File: src/rtl/nv21_to_argb_rotate90_assert.svh
// assertion helpers for the rtl files, included by n2argb_back
`ifndef NV21_TO_ARGB_ROTATE90_ASSERT_SVH
`define NV21_TO_ARGB_ROTATE90_ASSERT_SVH

// property must hold at every clock edge outside reset
`define N2A_ASSERT(label, prop, msg) \
    label: assert property (@(posedge clk) disable iff (!rst_n) (prop)) else $error(msg);

// condition must never be seen outside reset
`define N2A_NEVER(label, cond, msg) \
    label: assert property (@(posedge clk) disable iff (!rst_n) !(cond)) else $error(msg);

`endif

File: src/rtl/n2argb_pkg.sv
// ----------------------------------------------------------------------------
// n2argb_pkg
// Shared types, register indexes and constants of the nv21 to argb converter.
// ----------------------------------------------------------------------------
package n2argb_pkg;

    localparam int CFG_DATA_W  = 13;
    localparam int CFG_INDEX_W = 1;
    localparam int POS_W       = 13;
    localparam int OUT_INDEX_W = 24;
    localparam int PROD_W      = 20;
    localparam int TERM_W      = 10;
    localparam int SUM_W       = 12;
    localparam int MID_DEPTH   = 4;
    localparam int OUT_DEPTH   = 4;

    localparam logic [CFG_INDEX_W-1:0] REG_FRAME_WIDTH  = 1'b0;
    localparam logic [CFG_INDEX_W-1:0] REG_FRAME_HEIGHT = 1'b1;

    localparam logic [CFG_DATA_W-1:0] WIDTH_RESET  = 13'd640;
    localparam logic [CFG_DATA_W-1:0] HEIGHT_RESET = 13'd480;
    localparam logic [7:0]            CHROMA_RESET = 8'd128;
    localparam logic [7:0]            ALPHA_OPAQUE = 8'hFF;

    // q10 coefficients
    localparam logic signed [PROD_W-1:0] COEF_R_CR = 20'sd1434;
    localparam logic signed [PROD_W-1:0] COEF_G_CB = 20'sd352;
    localparam logic signed [PROD_W-1:0] COEF_G_CR = 20'sd731;
    localparam logic signed [PROD_W-1:0] COEF_B_CB = 20'sd1812;
    localparam logic signed [PROD_W-1:0] Q10_BIAS  = 20'sd1023;

    typedef struct packed {
        logic [7:0] luma;
        logic [7:0] chroma_first;
        logic [7:0] chroma_second;
    } pixel_t;

    typedef struct packed {
        logic [31:0]            pixel_argb;
        logic [OUT_INDEX_W-1:0] out_index;
        logic                   frame_end;
    } result_t;

    // classified request handed from front to back
    typedef struct packed {
        logic [7:0]       luma;
        logic [7:0]       chroma_first;
        logic [7:0]       chroma_second;
        logic [POS_W-1:0] col;
        logic [POS_W-1:0] row;
        logic             last;
    } mid_t;

    // truncate toward zero after dropping ten fraction bits
    function automatic logic signed [TERM_W-1:0] q10_trunc(input logic signed [PROD_W-1:0] x);
        logic signed [PROD_W-1:0] biased;
        biased = x + (x[PROD_W-1] ? Q10_BIAS : '0);
        return biased[PROD_W-1 -: TERM_W];
    endfunction

    function automatic logic [7:0] clamp_channel(input logic signed [SUM_W-1:0] v);
        logic [7:0] res;
        if (v < 0)
        begin
            res = 8'd0;
        end
        else if (v > 12'sd255)
        begin
            res = 8'd255;
        end
        else
        begin
            res = v[7:0];
        end
        return res;
    endfunction

endpackage

File: src/rtl/nv21_to_argb_rotate90.sv
// ----------------------------------------------------------------------------
// nv21_to_argb_rotate90
// NV21 pixel stream to opaque ARGB with a 90 degree clockwise destination index.
// ----------------------------------------------------------------------------
// Takes one pixel per clock and returns one ARGB result per clock when the
// result side pops every cycle. A pushed pixel goes into the request queue,
// through two pipeline stages for the color products and the rotated index,
// then into the result queue. The result queue has four entries, enough
// credit to cover the two pipeline stages, so pop stalls back up into the
// request queue and then to full without dropping anything. Frame width and
// height are written through the cfg port, which is always ready; write them
// only while no pixel is in flight.
module nv21_to_argb_rotate90 import n2argb_pkg::*; #(
    parameter int MAX_DIMENSION = 4096
) (
    input  logic                   clk,
    input  logic                   rst_n,
    input  logic                   push,
    input  pixel_t                 pixel,
    output logic                   full,
    input  logic                   pop,
    output result_t                result,
    output logic                   empty,
    input  logic                   cfg_valid,
    output logic                   cfg_ready,
    input  logic [CFG_INDEX_W-1:0] cfg_index,
    input  logic [CFG_DATA_W-1:0]  cfg_data
);

    localparam int DIM_W = $clog2(MAX_DIMENSION + 1);

    logic             mid_push, mid_pop, mid_full, mid_empty;
    mid_t             mid_wr, mid_rd;
    logic [DIM_W-1:0] height;

    assign cfg_ready = 1'b1;
    assign full      = mid_full;

    n2argb_front #(
        .MAX_DIMENSION (MAX_DIMENSION)
    ) u_front (
        .clk       (clk),
        .rst_n     (rst_n),
        .push      (push),
        .pixel     (pixel),
        .mid_full  (mid_full),
        .mid_push  (mid_push),
        .mid_item  (mid_wr),
        .cfg_valid (cfg_valid),
        .cfg_index (cfg_index),
        .cfg_data  (cfg_data),
        .height    (height)
    );

    n2argb_fifo #(
        .WIDTH ($bits(mid_t)),
        .DEPTH (MID_DEPTH)
    ) u_mid_fifo (
        .clk   (clk),
        .rst_n (rst_n),
        .push  (mid_push),
        .wdata (mid_wr),
        .full  (mid_full),
        .pop   (mid_pop),
        .rdata (mid_rd),
        .empty (mid_empty)
    );

    n2argb_back #(
        .MAX_DIMENSION (MAX_DIMENSION)
    ) u_back (
        .clk       (clk),
        .rst_n     (rst_n),
        .mid_empty (mid_empty),
        .mid_item  (mid_rd),
        .mid_pop   (mid_pop),
        .height    (height),
        .pop       (pop),
        .result    (result),
        .empty     (empty)
    );

endmodule

File: src/rtl/n2argb_fifo.sv
// ----------------------------------------------------------------------------
// n2argb_fifo
// Small register queue with full and empty flags.
// ----------------------------------------------------------------------------
module n2argb_fifo #(
    parameter int WIDTH = 8,
    parameter int DEPTH = 4
) (
    input  logic             clk,
    input  logic             rst_n,
    input  logic             push,
    input  logic [WIDTH-1:0] wdata,
    output logic             full,
    input  logic             pop,
    output logic [WIDTH-1:0] rdata,
    output logic             empty
);

    localparam int AW = (DEPTH > 1) ? $clog2(DEPTH) : 1;
    localparam int CW = $clog2(DEPTH + 1);

    logic [WIDTH-1:0] mem_reg [DEPTH];
    logic [AW-1:0]    wr_ptr_reg, wr_ptr_next;
    logic [AW-1:0]    rd_ptr_reg, rd_ptr_next;
    logic [CW-1:0]    count_reg, count_next;
    logic             do_push, do_pop;

    assign full    = (count_reg == CW'(DEPTH));
    assign empty   = (count_reg == '0);
    assign do_push = push && !full;
    assign do_pop  = pop && !empty;
    assign rdata   = mem_reg[rd_ptr_reg];

    always_comb
    begin
        wr_ptr_next = wr_ptr_reg;
        rd_ptr_next = rd_ptr_reg;
        count_next  = count_reg;
        if (do_push)
        begin
            wr_ptr_next = (wr_ptr_reg == AW'(DEPTH - 1)) ? '0 : wr_ptr_reg + AW'(1);
        end
        if (do_pop)
        begin
            rd_ptr_next = (rd_ptr_reg == AW'(DEPTH - 1)) ? '0 : rd_ptr_reg + AW'(1);
        end
        if (do_push && !do_pop)
        begin
            count_next = count_reg + CW'(1);
        end
        else if (do_pop && !do_push)
        begin
            count_next = count_reg - CW'(1);
        end
    end

    always_ff @(posedge clk or negedge rst_n)
    begin
        if (!rst_n)
        begin
            wr_ptr_reg <= '0;
            rd_ptr_reg <= '0;
            count_reg  <= '0;
        end
        else
        begin
            wr_ptr_reg <= wr_ptr_next;
            rd_ptr_reg <= rd_ptr_next;
            count_reg  <= count_next;
        end
    end

    always_ff @(posedge clk)
    begin
        if (do_push)
        begin
            mem_reg[wr_ptr_reg] <= wdata;
        end
    end

endmodule

File: src/rtl/n2argb_front.sv
// ----------------------------------------------------------------------------
// n2argb_front
// Frame size registers, raster position tracking and chroma pair latching.
// ----------------------------------------------------------------------------
module n2argb_front import n2argb_pkg::*; #(
    parameter int MAX_DIMENSION = 4096
) (
    input  logic                                   clk,
    input  logic                                   rst_n,
    input  logic                                   push,
    input  pixel_t                                 pixel,
    input  logic                                   mid_full,
    output logic                                   mid_push,
    output mid_t                                   mid_item,
    input  logic                                   cfg_valid,
    input  logic [CFG_INDEX_W-1:0]                 cfg_index,
    input  logic [CFG_DATA_W-1:0]                  cfg_data,
    output logic [$clog2(MAX_DIMENSION + 1)-1:0]   height
);

    localparam int CNT_W = $clog2(MAX_DIMENSION);
    localparam int DIM_W = $clog2(MAX_DIMENSION + 1);

    logic [CFG_DATA_W-1:0] width_reg, height_reg;
    logic [CNT_W-1:0]      col_reg, col_next;
    logic [CNT_W-1:0]      row_reg, row_next;
    logic [7:0]            held_first_reg, held_second_reg;
    logic [DIM_W-1:0]      width_use;
    logic [CNT_W-1:0]      col_cur, row_cur;
    logic [7:0]            cr_use, cb_use;
    logic                  accept, last;

    function automatic logic [DIM_W-1:0] clamp_size(input logic [CFG_DATA_W-1:0] v);
        logic [DIM_W-1:0] res;
        if (v < CFG_DATA_W'(2))
        begin
            res = DIM_W'(2);
        end
        else if (32'(v) > 32'(MAX_DIMENSION))
        begin
            res = DIM_W'(MAX_DIMENSION);
        end
        else
        begin
            res = DIM_W'(v);
        end
        return res;
    endfunction

    assign width_use = clamp_size(width_reg);
    assign height    = clamp_size(height_reg);
    assign accept    = push && !mid_full;
    assign mid_push  = accept;

    // a size change between frames can leave the position past the new bounds
    always_comb
    begin
        logic [31:0] row_tmp;
        logic [31:0] col_inc;
        logic [31:0] row_inc;
        row_tmp = 32'(row_reg);
        col_cur = col_reg;
        if (32'(col_reg) >= 32'(width_use))
        begin
            col_cur = '0;
            row_tmp = 32'(row_reg) + 32'd1;
        end
        row_cur = (row_tmp >= 32'(height)) ? '0 : CNT_W'(row_tmp);

        last = (32'(col_cur) == 32'(width_use) - 32'd1)
            && (32'(row_cur) == 32'(height) - 32'd1);

        col_inc  = 32'(col_cur) + 32'd1;
        row_inc  = 32'(row_cur) + 32'd1;
        col_next = CNT_W'(col_inc);
        row_next = row_cur;
        if (col_inc >= 32'(width_use))
        begin
            col_next = '0;
            row_next = (row_inc >= 32'(height)) ? '0 : CNT_W'(row_inc);
        end
    end

    assign cr_use = col_cur[0] ? held_first_reg  : pixel.chroma_first;
    assign cb_use = col_cur[0] ? held_second_reg : pixel.chroma_second;

    always_comb
    begin
        mid_item.luma          = pixel.luma;
        mid_item.chroma_first  = cr_use;
        mid_item.chroma_second = cb_use;
        mid_item.col           = POS_W'(col_cur);
        mid_item.row           = POS_W'(row_cur);
        mid_item.last          = last;
    end

    always_ff @(posedge clk or negedge rst_n)
    begin
        if (!rst_n)
        begin
            width_reg       <= WIDTH_RESET;
            height_reg      <= HEIGHT_RESET;
            col_reg         <= '0;
            row_reg         <= '0;
            held_first_reg  <= CHROMA_RESET;
            held_second_reg <= CHROMA_RESET;
        end
        else
        begin
            if (cfg_valid)
            begin
                unique case (cfg_index)
                    REG_FRAME_WIDTH:  width_reg  <= cfg_data;
                    REG_FRAME_HEIGHT: height_reg <= cfg_data;
                    default:          width_reg  <= width_reg;
                endcase
            end
            if (accept)
            begin
                col_reg         <= col_next;
                row_reg         <= row_next;
                held_first_reg  <= cr_use;
                held_second_reg <= cb_use;
            end
        end
    end

endmodule

File: src/rtl/n2argb_back.sv
// ----------------------------------------------------------------------------
// n2argb_back
// Color math pipeline, rotated index and result queue with credit control.
// ----------------------------------------------------------------------------
module n2argb_back import n2argb_pkg::*; #(
    parameter int MAX_DIMENSION = 4096
) (
    input  logic                                 clk,
    input  logic                                 rst_n,
    input  logic                                 mid_empty,
    input  mid_t                                 mid_item,
    output logic                                 mid_pop,
    input  logic [$clog2(MAX_DIMENSION + 1)-1:0] height,
    input  logic                                 pop,
    output result_t                              result,
    output logic                                 empty
);

    `include "nv21_to_argb_rotate90_assert.svh"

    localparam int DIM_W  = $clog2(MAX_DIMENSION + 1);
    localparam int IDXP_W = DIM_W + POS_W;
    localparam int CR_W   = $clog2(OUT_DEPTH + 1);

    logic [CR_W-1:0] inflight_reg, inflight_next;
    logic            out_push, out_full, out_pop;

    // stage one: products, scaled luma and index parts
    logic                     s1_valid_reg;
    logic [8:0]               s1_ys_reg;
    logic signed [PROD_W-1:0] s1_r_reg, s1_ga_reg, s1_gb_reg, s1_b_reg;
    logic [IDXP_W-1:0]        s1_idx_reg;
    logic [DIM_W-1:0]         s1_off_reg;
    logic                     s1_last_reg;

    // stage two: truncated terms and index
    logic                     s2_valid_reg;
    logic [8:0]               s2_ys_reg;
    logic signed [TERM_W-1:0] s2_r_reg, s2_g_reg, s2_b_reg;
    logic [OUT_INDEX_W-1:0]   s2_idx_reg;
    logic                     s2_last_reg;

    logic signed [7:0]        c1, c2;
    logic signed [PROD_W-1:0] c1_ext, c2_ext;
    logic [7:0]               y;
    logic [8:0]               ys;
    logic signed [SUM_W-1:0]  ys_ext, r_sum, g_sum, b_sum;
    result_t                  out_item;

    assign out_pop = pop && !empty;
    assign mid_pop = !mid_empty && (inflight_reg < CR_W'(OUT_DEPTH));
    assign out_push = s2_valid_reg;

    always_comb
    begin
        inflight_next = inflight_reg;
        if (mid_pop && !out_pop)
        begin
            inflight_next = inflight_reg + CR_W'(1);
        end
        else if (out_pop && !mid_pop)
        begin
            inflight_next = inflight_reg - CR_W'(1);
        end
    end

    // byte minus 128 is the byte with its top bit flipped
    assign c1     = {~mid_item.chroma_first[7], mid_item.chroma_first[6:0]};
    assign c2     = {~mid_item.chroma_second[7], mid_item.chroma_second[6:0]};
    assign c1_ext = PROD_W'(c1);
    assign c2_ext = PROD_W'(c2);
    assign y      = mid_item.luma;
    assign ys     = 9'(y) + 9'(y >> 3) + 9'(y >> 5) + 9'(y >> 7);

    always_ff @(posedge clk or negedge rst_n)
    begin
        if (!rst_n)
        begin
            inflight_reg <= '0;
            s1_valid_reg <= 1'b0;
            s2_valid_reg <= 1'b0;
        end
        else
        begin
            inflight_reg <= inflight_next;
            s1_valid_reg <= mid_pop;
            s2_valid_reg <= s1_valid_reg;
        end
    end

    always_ff @(posedge clk)
    begin
        s1_ys_reg   <= ys;
        s1_r_reg    <= c1_ext * COEF_R_CR;
        s1_ga_reg   <= c2_ext * COEF_G_CB;
        s1_gb_reg   <= c1_ext * COEF_G_CR;
        s1_b_reg    <= c2_ext * COEF_B_CB;
        s1_idx_reg  <= IDXP_W'(height) * IDXP_W'(mid_item.col);
        s1_off_reg  <= height - DIM_W'(1) - DIM_W'(mid_item.row);
        s1_last_reg <= mid_item.last;

        s2_ys_reg   <= s1_ys_reg;
        s2_r_reg    <= q10_trunc(s1_r_reg);
        s2_g_reg    <= q10_trunc(s1_ga_reg + s1_gb_reg);
        s2_b_reg    <= q10_trunc(s1_b_reg);
        s2_idx_reg  <= OUT_INDEX_W'(32'(s1_idx_reg) + 32'(s1_off_reg));
        s2_last_reg <= s1_last_reg;
    end

    assign ys_ext = $signed({3'b000, s2_ys_reg});
    assign r_sum  = ys_ext + SUM_W'(s2_r_reg);
    assign g_sum  = ys_ext - SUM_W'(s2_g_reg);
    assign b_sum  = ys_ext + SUM_W'(s2_b_reg);

    always_comb
    begin
        out_item.pixel_argb = {ALPHA_OPAQUE, clamp_channel(r_sum),
                               clamp_channel(g_sum), clamp_channel(b_sum)};
        out_item.out_index  = s2_idx_reg;
        out_item.frame_end  = s2_last_reg;
    end

    n2argb_fifo #(
        .WIDTH ($bits(result_t)),
        .DEPTH (OUT_DEPTH)
    ) u_out_fifo (
        .clk   (clk),
        .rst_n (rst_n),
        .push  (out_push),
        .wdata (out_item),
        .full  (out_full),
        .pop   (pop),
        .rdata (result),
        .empty (empty)
    );

    // credits reserve a queue slot for every request in the pipeline
    `N2A_NEVER(a_out_overflow, out_push && out_full, "result queue written while full")
    `N2A_ASSERT(a_credit_bound, inflight_reg <= CR_W'(OUT_DEPTH), "credit count above queue depth")
    `N2A_ASSERT(a_issue_flows, mid_pop |=> s1_valid_reg ##1 s2_valid_reg, "issued request lost in pipeline")

endmodule

File: config.mk
export PLATFORM = sky130hd
export DESIGN_NAME = nv21_to_argb_rotate90
export DESIGN_NICKNAME = d
export VERILOG_FILES = /design/src/rtl/n2argb_pkg.sv /design/src/rtl/nv21_to_argb_rotate90.sv /design/src/rtl/n2argb_fifo.sv /design/src/rtl/n2argb_front.sv /design/src/rtl/n2argb_back.sv
export VERILOG_INCLUDE_DIRS = /design/src /design/src/rtl
export SDC_FILE = /design/constraint.sdc
export NUM_CORES = 1
export LEC_CHECK = 0
export ABC_AREA = 1
export ABC_CLOCK_PERIOD_IN_PS = 5630
export BUFFER_PORTS_ARGS = -buffer_cell sky130_fd_sc_hd__buf_4
export CELL_PAD_IN_SITES_DETAIL_PLACEMENT = 1
export CELL_PAD_IN_SITES_GLOBAL_PLACEMENT = 2
export CORE_UTILIZATION = 38
export CTS_BUF_LIST = sky130_fd_sc_hd__clkbuf_4
export CTS_CLUSTER_DIAMETER = 200
export CTS_CLUSTER_SIZE = 12
export DETAILED_ROUTE_END_ITERATION = 10
export GPL_TIMING_DRIVEN = 1
export PLACE_DENSITY_LB_ADDON = 0.12
export SLEW_MARGIN = 10
export SYNTH_ARGS = -nofsm -noshare
export SYNTH_HDL_FRONTEND = slang
export SYNTH_SLANG_ARGS = --single-unit
File: constraint.sdc
create_clock -name clk -period 5.63 [get_ports clk]
set_clock_uncertainty 0.2 [all_clocks]
set_input_delay 0.563 -clock clk [delete_from_list [all_inputs] [get_ports clk]]
set_output_delay 0.563 -clock clk [all_outputs]
set_load 0.005 [all_outputs]
==> run_results.csv, run 1 <==
group,metric,value,unit
outcome,status,"finished with violations",
outcome,violations,"setup timing",
clock_tree,cts.sinks,655,
floorplan,fp.dieW,325,um
drt,first_iter_violations,1147,
place,dpl.hpwl,86400,um
critical_path,crit_path_max_incr_delay,0.41,ns
synth,syn_avg_cell_area,9.62,um^2
drt,dr_total_vias,30200,
synth,synth_area,0.0396,mm^2
cells_and_area,areaGrowthSynthToFinish,23.6,%
place,port-buffer-count,93,
critical_path,required,6.32,ns
critical_path,cpMaxStageDelayCell,"dfrtp_1",
synth,ys_seq_elements,655,
worst_hold_path,min-delay-start,"cfg_valid",
cells_and_area,stdcell_area,0.0490,mm^2
floorplan,row_count,118,
drt,highest-signal-layer,"met5",
floorplan,initial_core_util,0.383,
grt,grt_max_degree,101,
grt,grt_pass1_vias,32300,
floorplan,ios,103,
flow_run,cap_violations,0,
critical_path,r2r_start,"u_front.width_reg[8]",
place,placed_area,0.0453,mm^2
clock_tree,numCtsBuffers,60,
clock_tree,cts-htree-levels,2,
drt,drc,0,
sta,clock.fmax,169,MHz
critical_path,cp.arrival,6.62,ns
synth,synth_cell_types,66,
drt,avgRoutedWirePerCell,18.7,um
synth,yosysTopAreaCellShare,0.297,
sta,hold_violations,0,
critical_path,cp_max_fo,8,
sta,fin_crit_sh,1.05,
sta,drv_slew,0,
drt,wirelength,115000,um
drt,via_per_inst,4.89,
cells_and_area,nets,5327,
synth,synth_area_leaders,"edfxtp_1 30%, ha_1 12%, fa_1 9.0%",
cells_and_area,seq_area,0.0175,mm^2
floorplan,fp.dieH,325,um
floorplan,core-area,0.103,mm^2
synth,ys_seq_area_frac,0.441,
critical_path,critPathLaunchType,"flip-flop",
critical_path,path_common_cell,"buf_4",
synth,yosys_warnings,0,
grt,gr-total-overflow,0,
grt,grt_pass1_wl,179000,um
clock_tree,clock_latency,0.97,ns
synth,synth_edf_count,392,
drt,wl_met1,50500,um
clock_tree,cts_buffer_depth,3,
drt,wl_met3,3330,um
drt,wl_met2,58200,um
critical_path,critPathKind,"reg2reg",
grt,antenna_found_initial,7,
sta,tns,-4.41,ns
drt,dr.pass1.iters,4,
cells_and_area,multiInputGateArea,0.0210,mm^2
synth,synthCells,4116,
cells_and_area,drive_above_1_share,0.235,
sta,min_period,5.92,ns
place,place_congestion,0.848,
worst_hold_path,hold_class,"in2reg",
sta,relSlewSlack,0.308,
sta,fin_ws,-0.292,ns
sta,rsz0062_at_grt,"yes",
clock_tree,cts-root-buf,"clkbuf_4",
sta,finalSetupViolCount,23,
critical_path,endpoint_kind,"flip-flop",
sta,tightest_slew,1.04,ns
synth,synth_flop_cell,"edfxtp_1",
clock_tree,cts_tree,"built",
floorplan,dieArea,0.106,mm^2
drt,ant_nets,0,
synth,ys_async_sr_fraction,0.130,
clock_tree,clk_pin_slew,0.17,ns
grt,track_usage,0.217,
cells_and_area,num-fill-cells,11700,
synth,synth_top_area_cell,"edfxtp_1",
critical_path,cp-startpoint,"u_front.width_reg[8]",
## routing by layer
layer	GRT usage	up-vias
met2	0.391	326
met5	0	-
met1	0.271	14800
li1	-	14900
met4	0.0648	4
met3	0.0245	137
## area by class of cell
class                           count  area share
Tap cell                         1380      0.0353
Inverter                          611      0.0487
Timing Repair inverter              2    0.000664
Sequential cell                   655       0.357
Clock buffer                      107      0.0164
Clock inverter                      4     0.00120
Multi-Input combinational cell   2748       0.429
Antenna cell                        8    0.000409
Timing Repair Buffer              656       0.112
## worst paths after layout
path	endpoint	slack (ns)	depth (start not counted)
max	u_front.row_reg[4]	-0.29	45
min	u_front.width_reg[9]	0.12	4
max reg2reg	u_front.row_reg[4]	-0.29	45
min reg2reg	u_back.s2_ys_reg[0]	0.14	0
max in group asynchronous	u_front.width_reg[9]	3.73	4
min in group asynchronous	u_mid_fifo.rd_ptr_reg[0]	0.57	3
## cells by family after synthesis
family,share of synthesized area
buf+inv,0.0711
fa+ha+maj,0.208
compound gates,0.0954
mux,0.000569
flops,0.441
simple gates,0.143
other cells,0.0000947
xor+xnor,0.0409
## synthesized netlist by cell type, types with 4 or more instances
library cell and n:
a21o_1 14, a21oi_1 202, a22oi_1 10, a31oi_1 9, a32o_1 14, a32oi_1 18, buf_1 5, buf_2 6
buf_4 12, clkbuf_1 83, clkinv_1 7, dfrtp_1 77, dfstp_2 8, dfxtp_1 178, edfxtp_1 392, fa_1 179
ha_1 371, inv_1 590, inv_2 13, nand2_1 680, nand2_2 13, nand2_4 4, nand3_1 143, nand4_1 30
nor2_1 373, nor2_2 9, nor2_4 10, nor3_1 40, o211ai_1 13, o21ai_0 258, o21ai_1 11, o21bai_1 22
o22ai_1 65, o31ai_1 7, or2_2 19, xnor2_1 54, xor2_1 131
## per-stage QoR
| step | worst slack (ns) | instances | hold slack, ns | utilization |
|---|---|---|---|---|
| 3_5_place_dp | -0.780 | 5922 | 0.113 | 0.439 |
| 2_1_floorplan | -0.00728 | 4124 | 0.0674 | - |
| 4_1_cts | -0.283 | 6122 | 0.0114 | 0.460 |
| 6_report | -0.292 | 6171 | 0.117 | 0.474 |
| 5_1_grt | -0.655 | 6168 | 0.115 | 0.474 |
| 3_3_place_gp | -0.622 | 5922 | 0.113 | 0.439 |
## cell usage in the layout, fill, tap and decap left out, types with 9 or more instances in the layout
cell,count
a21o_1,14
a21oi_1,167
a21oi_2,31
a22oi_1,9
a32o_1,14
a32oi_1,11
buf_12,17
buf_4,554
buf_6,38
clkbuf_4,107
conb_1,9
dfrtp_1,75
dfxtp_1,178
dlygate4sd3_1,41
edfxtp_1,392
fa_1,168
fa_2,11
ha_1,338
ha_4,33
inv_1,550
inv_2,43
nand2_1,600
nand2_2,59
nand2_4,36
nand3_1,125
nand3_2,18
nand4_1,30
nor2_1,340
nor2_2,22
nor2_4,30
nor3_1,36
o211ai_1,13
o21ai_0,241
o21ai_1,14
o21ai_2,13
o21bai_1,22
o22ai_1,65
or2_4,11
xnor2_1,51
xor2_1,126
## critical path, delay by kind of cell, from the launching register on
kind | cells | cell delay (ns)
AOI/OAI and AO/OA | 3 | 0.31
xor gates and xnor gates | 1 | 0.19
adders and majority gates | 2 | 0.55
buffers and inverters | 15 | 1.84
DFF | 1 | 0.41
and+or+nand+nor | 24 | 2.32
## what timing repair did
item / 4_1_cts / 5_1_grt
cloned: 1 / 4
buffers inserted: 47 / 44
pin swaps: 74 / 182
hold buffers: 42 / 0
setup endpoints to repair: 41 / 52
hold endpoints to repair: 211 / 0
resized for setup: 131 / 260
Power of run 1 is left out: the tool's default activity adds up to more than one toggle a clock period on the data nets, which glitch-free logic cannot reach.
==> run 2, diff against run 1 <==
Settings changed: MAX_ROUTING_LAYER set to met4.
==> run_results.csv, run 2 (synthesis results as in run 1) <==
group,metric,value,unit
outcome,status,"finished with violations",
outcome,violations,"setup timing",
clock_tree,cts-root-buf,"clkbuf_4",
place,placed_cells,5922,
place,dpl.hpwl,86400,um
drt,avgRoutedWirePerCell,18.6,um
clock_tree,clock_latency,0.98,ns
cells_and_area,num-fill-cells,11700,
sta,finalSetupViolCount,23,
sta,fin_crit_sh,1.06,
grt,antenna_found_initial,7,
sta,relSlewSlack,0.309,
grt,grt_max_degree,101,
critical_path,critPathKind,"reg2reg",
sta,clock.fmax,168,MHz
clock_tree,cts-htree-levels,2,
critical_path,critPathLaunchType,"flip-flop",
drt,dr_total_vias,30200,
critical_path,cp.arrival,6.65,ns
floorplan,fp.dieH,325,um
floorplan,ios,103,
drt,dr.pass1.iters,5,
grt,grt_pass1_vias,32300,
drt,wirelength,115000,um
critical_path,endpoint_kind,"flip-flop",
clock_tree,cts_tree,"built",
clock_tree,numCtsBuffers,60,
critical_path,required,6.32,ns
place,port-buffer-count,93,
place,placed_area,0.0453,mm^2
cells_and_area,mostFrequentLayoutCells,"606 x nand2_1, 551 x inv_1, 550 x buf_4",
clock_tree,clk_pin_slew,0.17,ns
cells_and_area,drive_above_1_share,0.233,
worst_hold_path,hold_class,"in2reg",
floorplan,row_count,118,
clock_tree,cts_buffer_depth,3,
sta,hold_violations,0,
drt,first_iter_violations,1127,
critical_path,path_common_cell,"buf_4",
clock_tree,cts.sinks,655,
cells_and_area,mostFrequentLayoutCell,"nand2_1",
sta,rsz0062_at_grt,"yes",
cells_and_area,multiInputGateArea,0.0210,mm^2
sta,min_period,5.96,ns
critical_path,cp_max_fo,8,
drt,via_per_inst,4.89,
drt,ant_nets,0,
grt,grt_pass1_wl,179000,um
cells_and_area,seq_area,0.0175,mm^2
cells_and_area,nets,5324,
sta,drv_slew,0,
cells_and_area,final_util,0.474,
place,place_congestion,0.862,
flow_run,cap_violations,0,
critical_path,crit_path_max_incr_delay,0.42,ns
floorplan,fp.dieW,325,um
floorplan,initial_core_util,0.383,
sta,tns,-4.29,ns
grt,gr-total-overflow,0,
cells_and_area,stdcell_area,0.0489,mm^2
drt,drc,0,
cells_and_area,areaGrowthSynthToFinish,23.6,%
sta,fin_ws,-0.325,ns
sta,tightest_slew,1.04,ns
cells_and_area,fin_cells,6173,
grt,track_usage,0.224,
floorplan,dieArea,0.106,mm^2
critical_path,cpMaxStageDelayCell,"dfrtp_1",
floorplan,core-area,0.103,mm^2
-- run 2: cell types whose count changed in the layout (fill, tap and decap cells not counted), sizes merged --
cell / change
buf: -3
clkinv: -2
diode: +5
inv: +2
-- run 2: metrics by stage --
stage	setup WS [ns]	hold WS, ns
final	-0.325	0.107
after detailed placement	-0.780	0.113
after floorplan	-0.00728	0.0674
after CTS	-0.283	0.0114
after global routing	-0.675	0.108
after global placement	-0.622	0.113
-- run 2: cell type report --
cell class,count,share of cell area
tap,1380,0.0353
inverter,611,0.0489
timing repair buffer,653,0.111
antenna,13,0.000665
timing repair inverter,2,0.000562
multi-input combinational,2748,0.429
clock buffer,107,0.0164
clock inverter,4,0.00120
sequential,655,0.357
-- run 2: timing repair --
item	4_1_cts	5_1_grt
buffers inserted	47	40
gates resized for setup	131	254
endpoints found under the hold margin	211	0
pin swaps	74	163
endpoints found under the setup margin	41	52
cloned	1	4
hold buffers	42	0
-- run 2: critical path: cells and delay by family, from the launching register on --
family                   cells  cell delay [ns]
AND/OR/NAND/NOR             24             2.34
buffers and inverters       15             1.84
adder cells (fa/ha/maj)      2             0.55
flip-flops                   1             0.42
AO/OA/AOI/OAI                3             0.31
XOR/XNOR                     1             0.19
-- run 2: worst paths after layout --
kind | start | to | slack (ns) | depth (start not counted)
hold reg to reg | u_back.s1_ys_reg[0] | u_back.s2_ys_reg[0] | 0.14 | 0
setup / recovery | u_front.width_reg[5] | u_front.row_reg[4] | -0.33 | 45
setup reg to reg | u_front.width_reg[5] | u_front.row_reg[4] | -0.33 | 45
hold / removal | cfg_valid | u_front.width_reg[9] | 0.11 | 4
max in group asynchronous | rst_n | u_front.col_reg[4] | 3.74 | 4
min in group asynchronous | rst_n | u_mid_fifo.rd_ptr_reg[0] | 0.57 | 3
-- run 2: metal layers --
metal	global-route usage	part of all wire
met2	0.391	0.51
met5	-	0
met1	0.272	0.44
met3	0.0241	0.028
met4	0.0648	0.028
Power of run 2 is left out for the same reason.
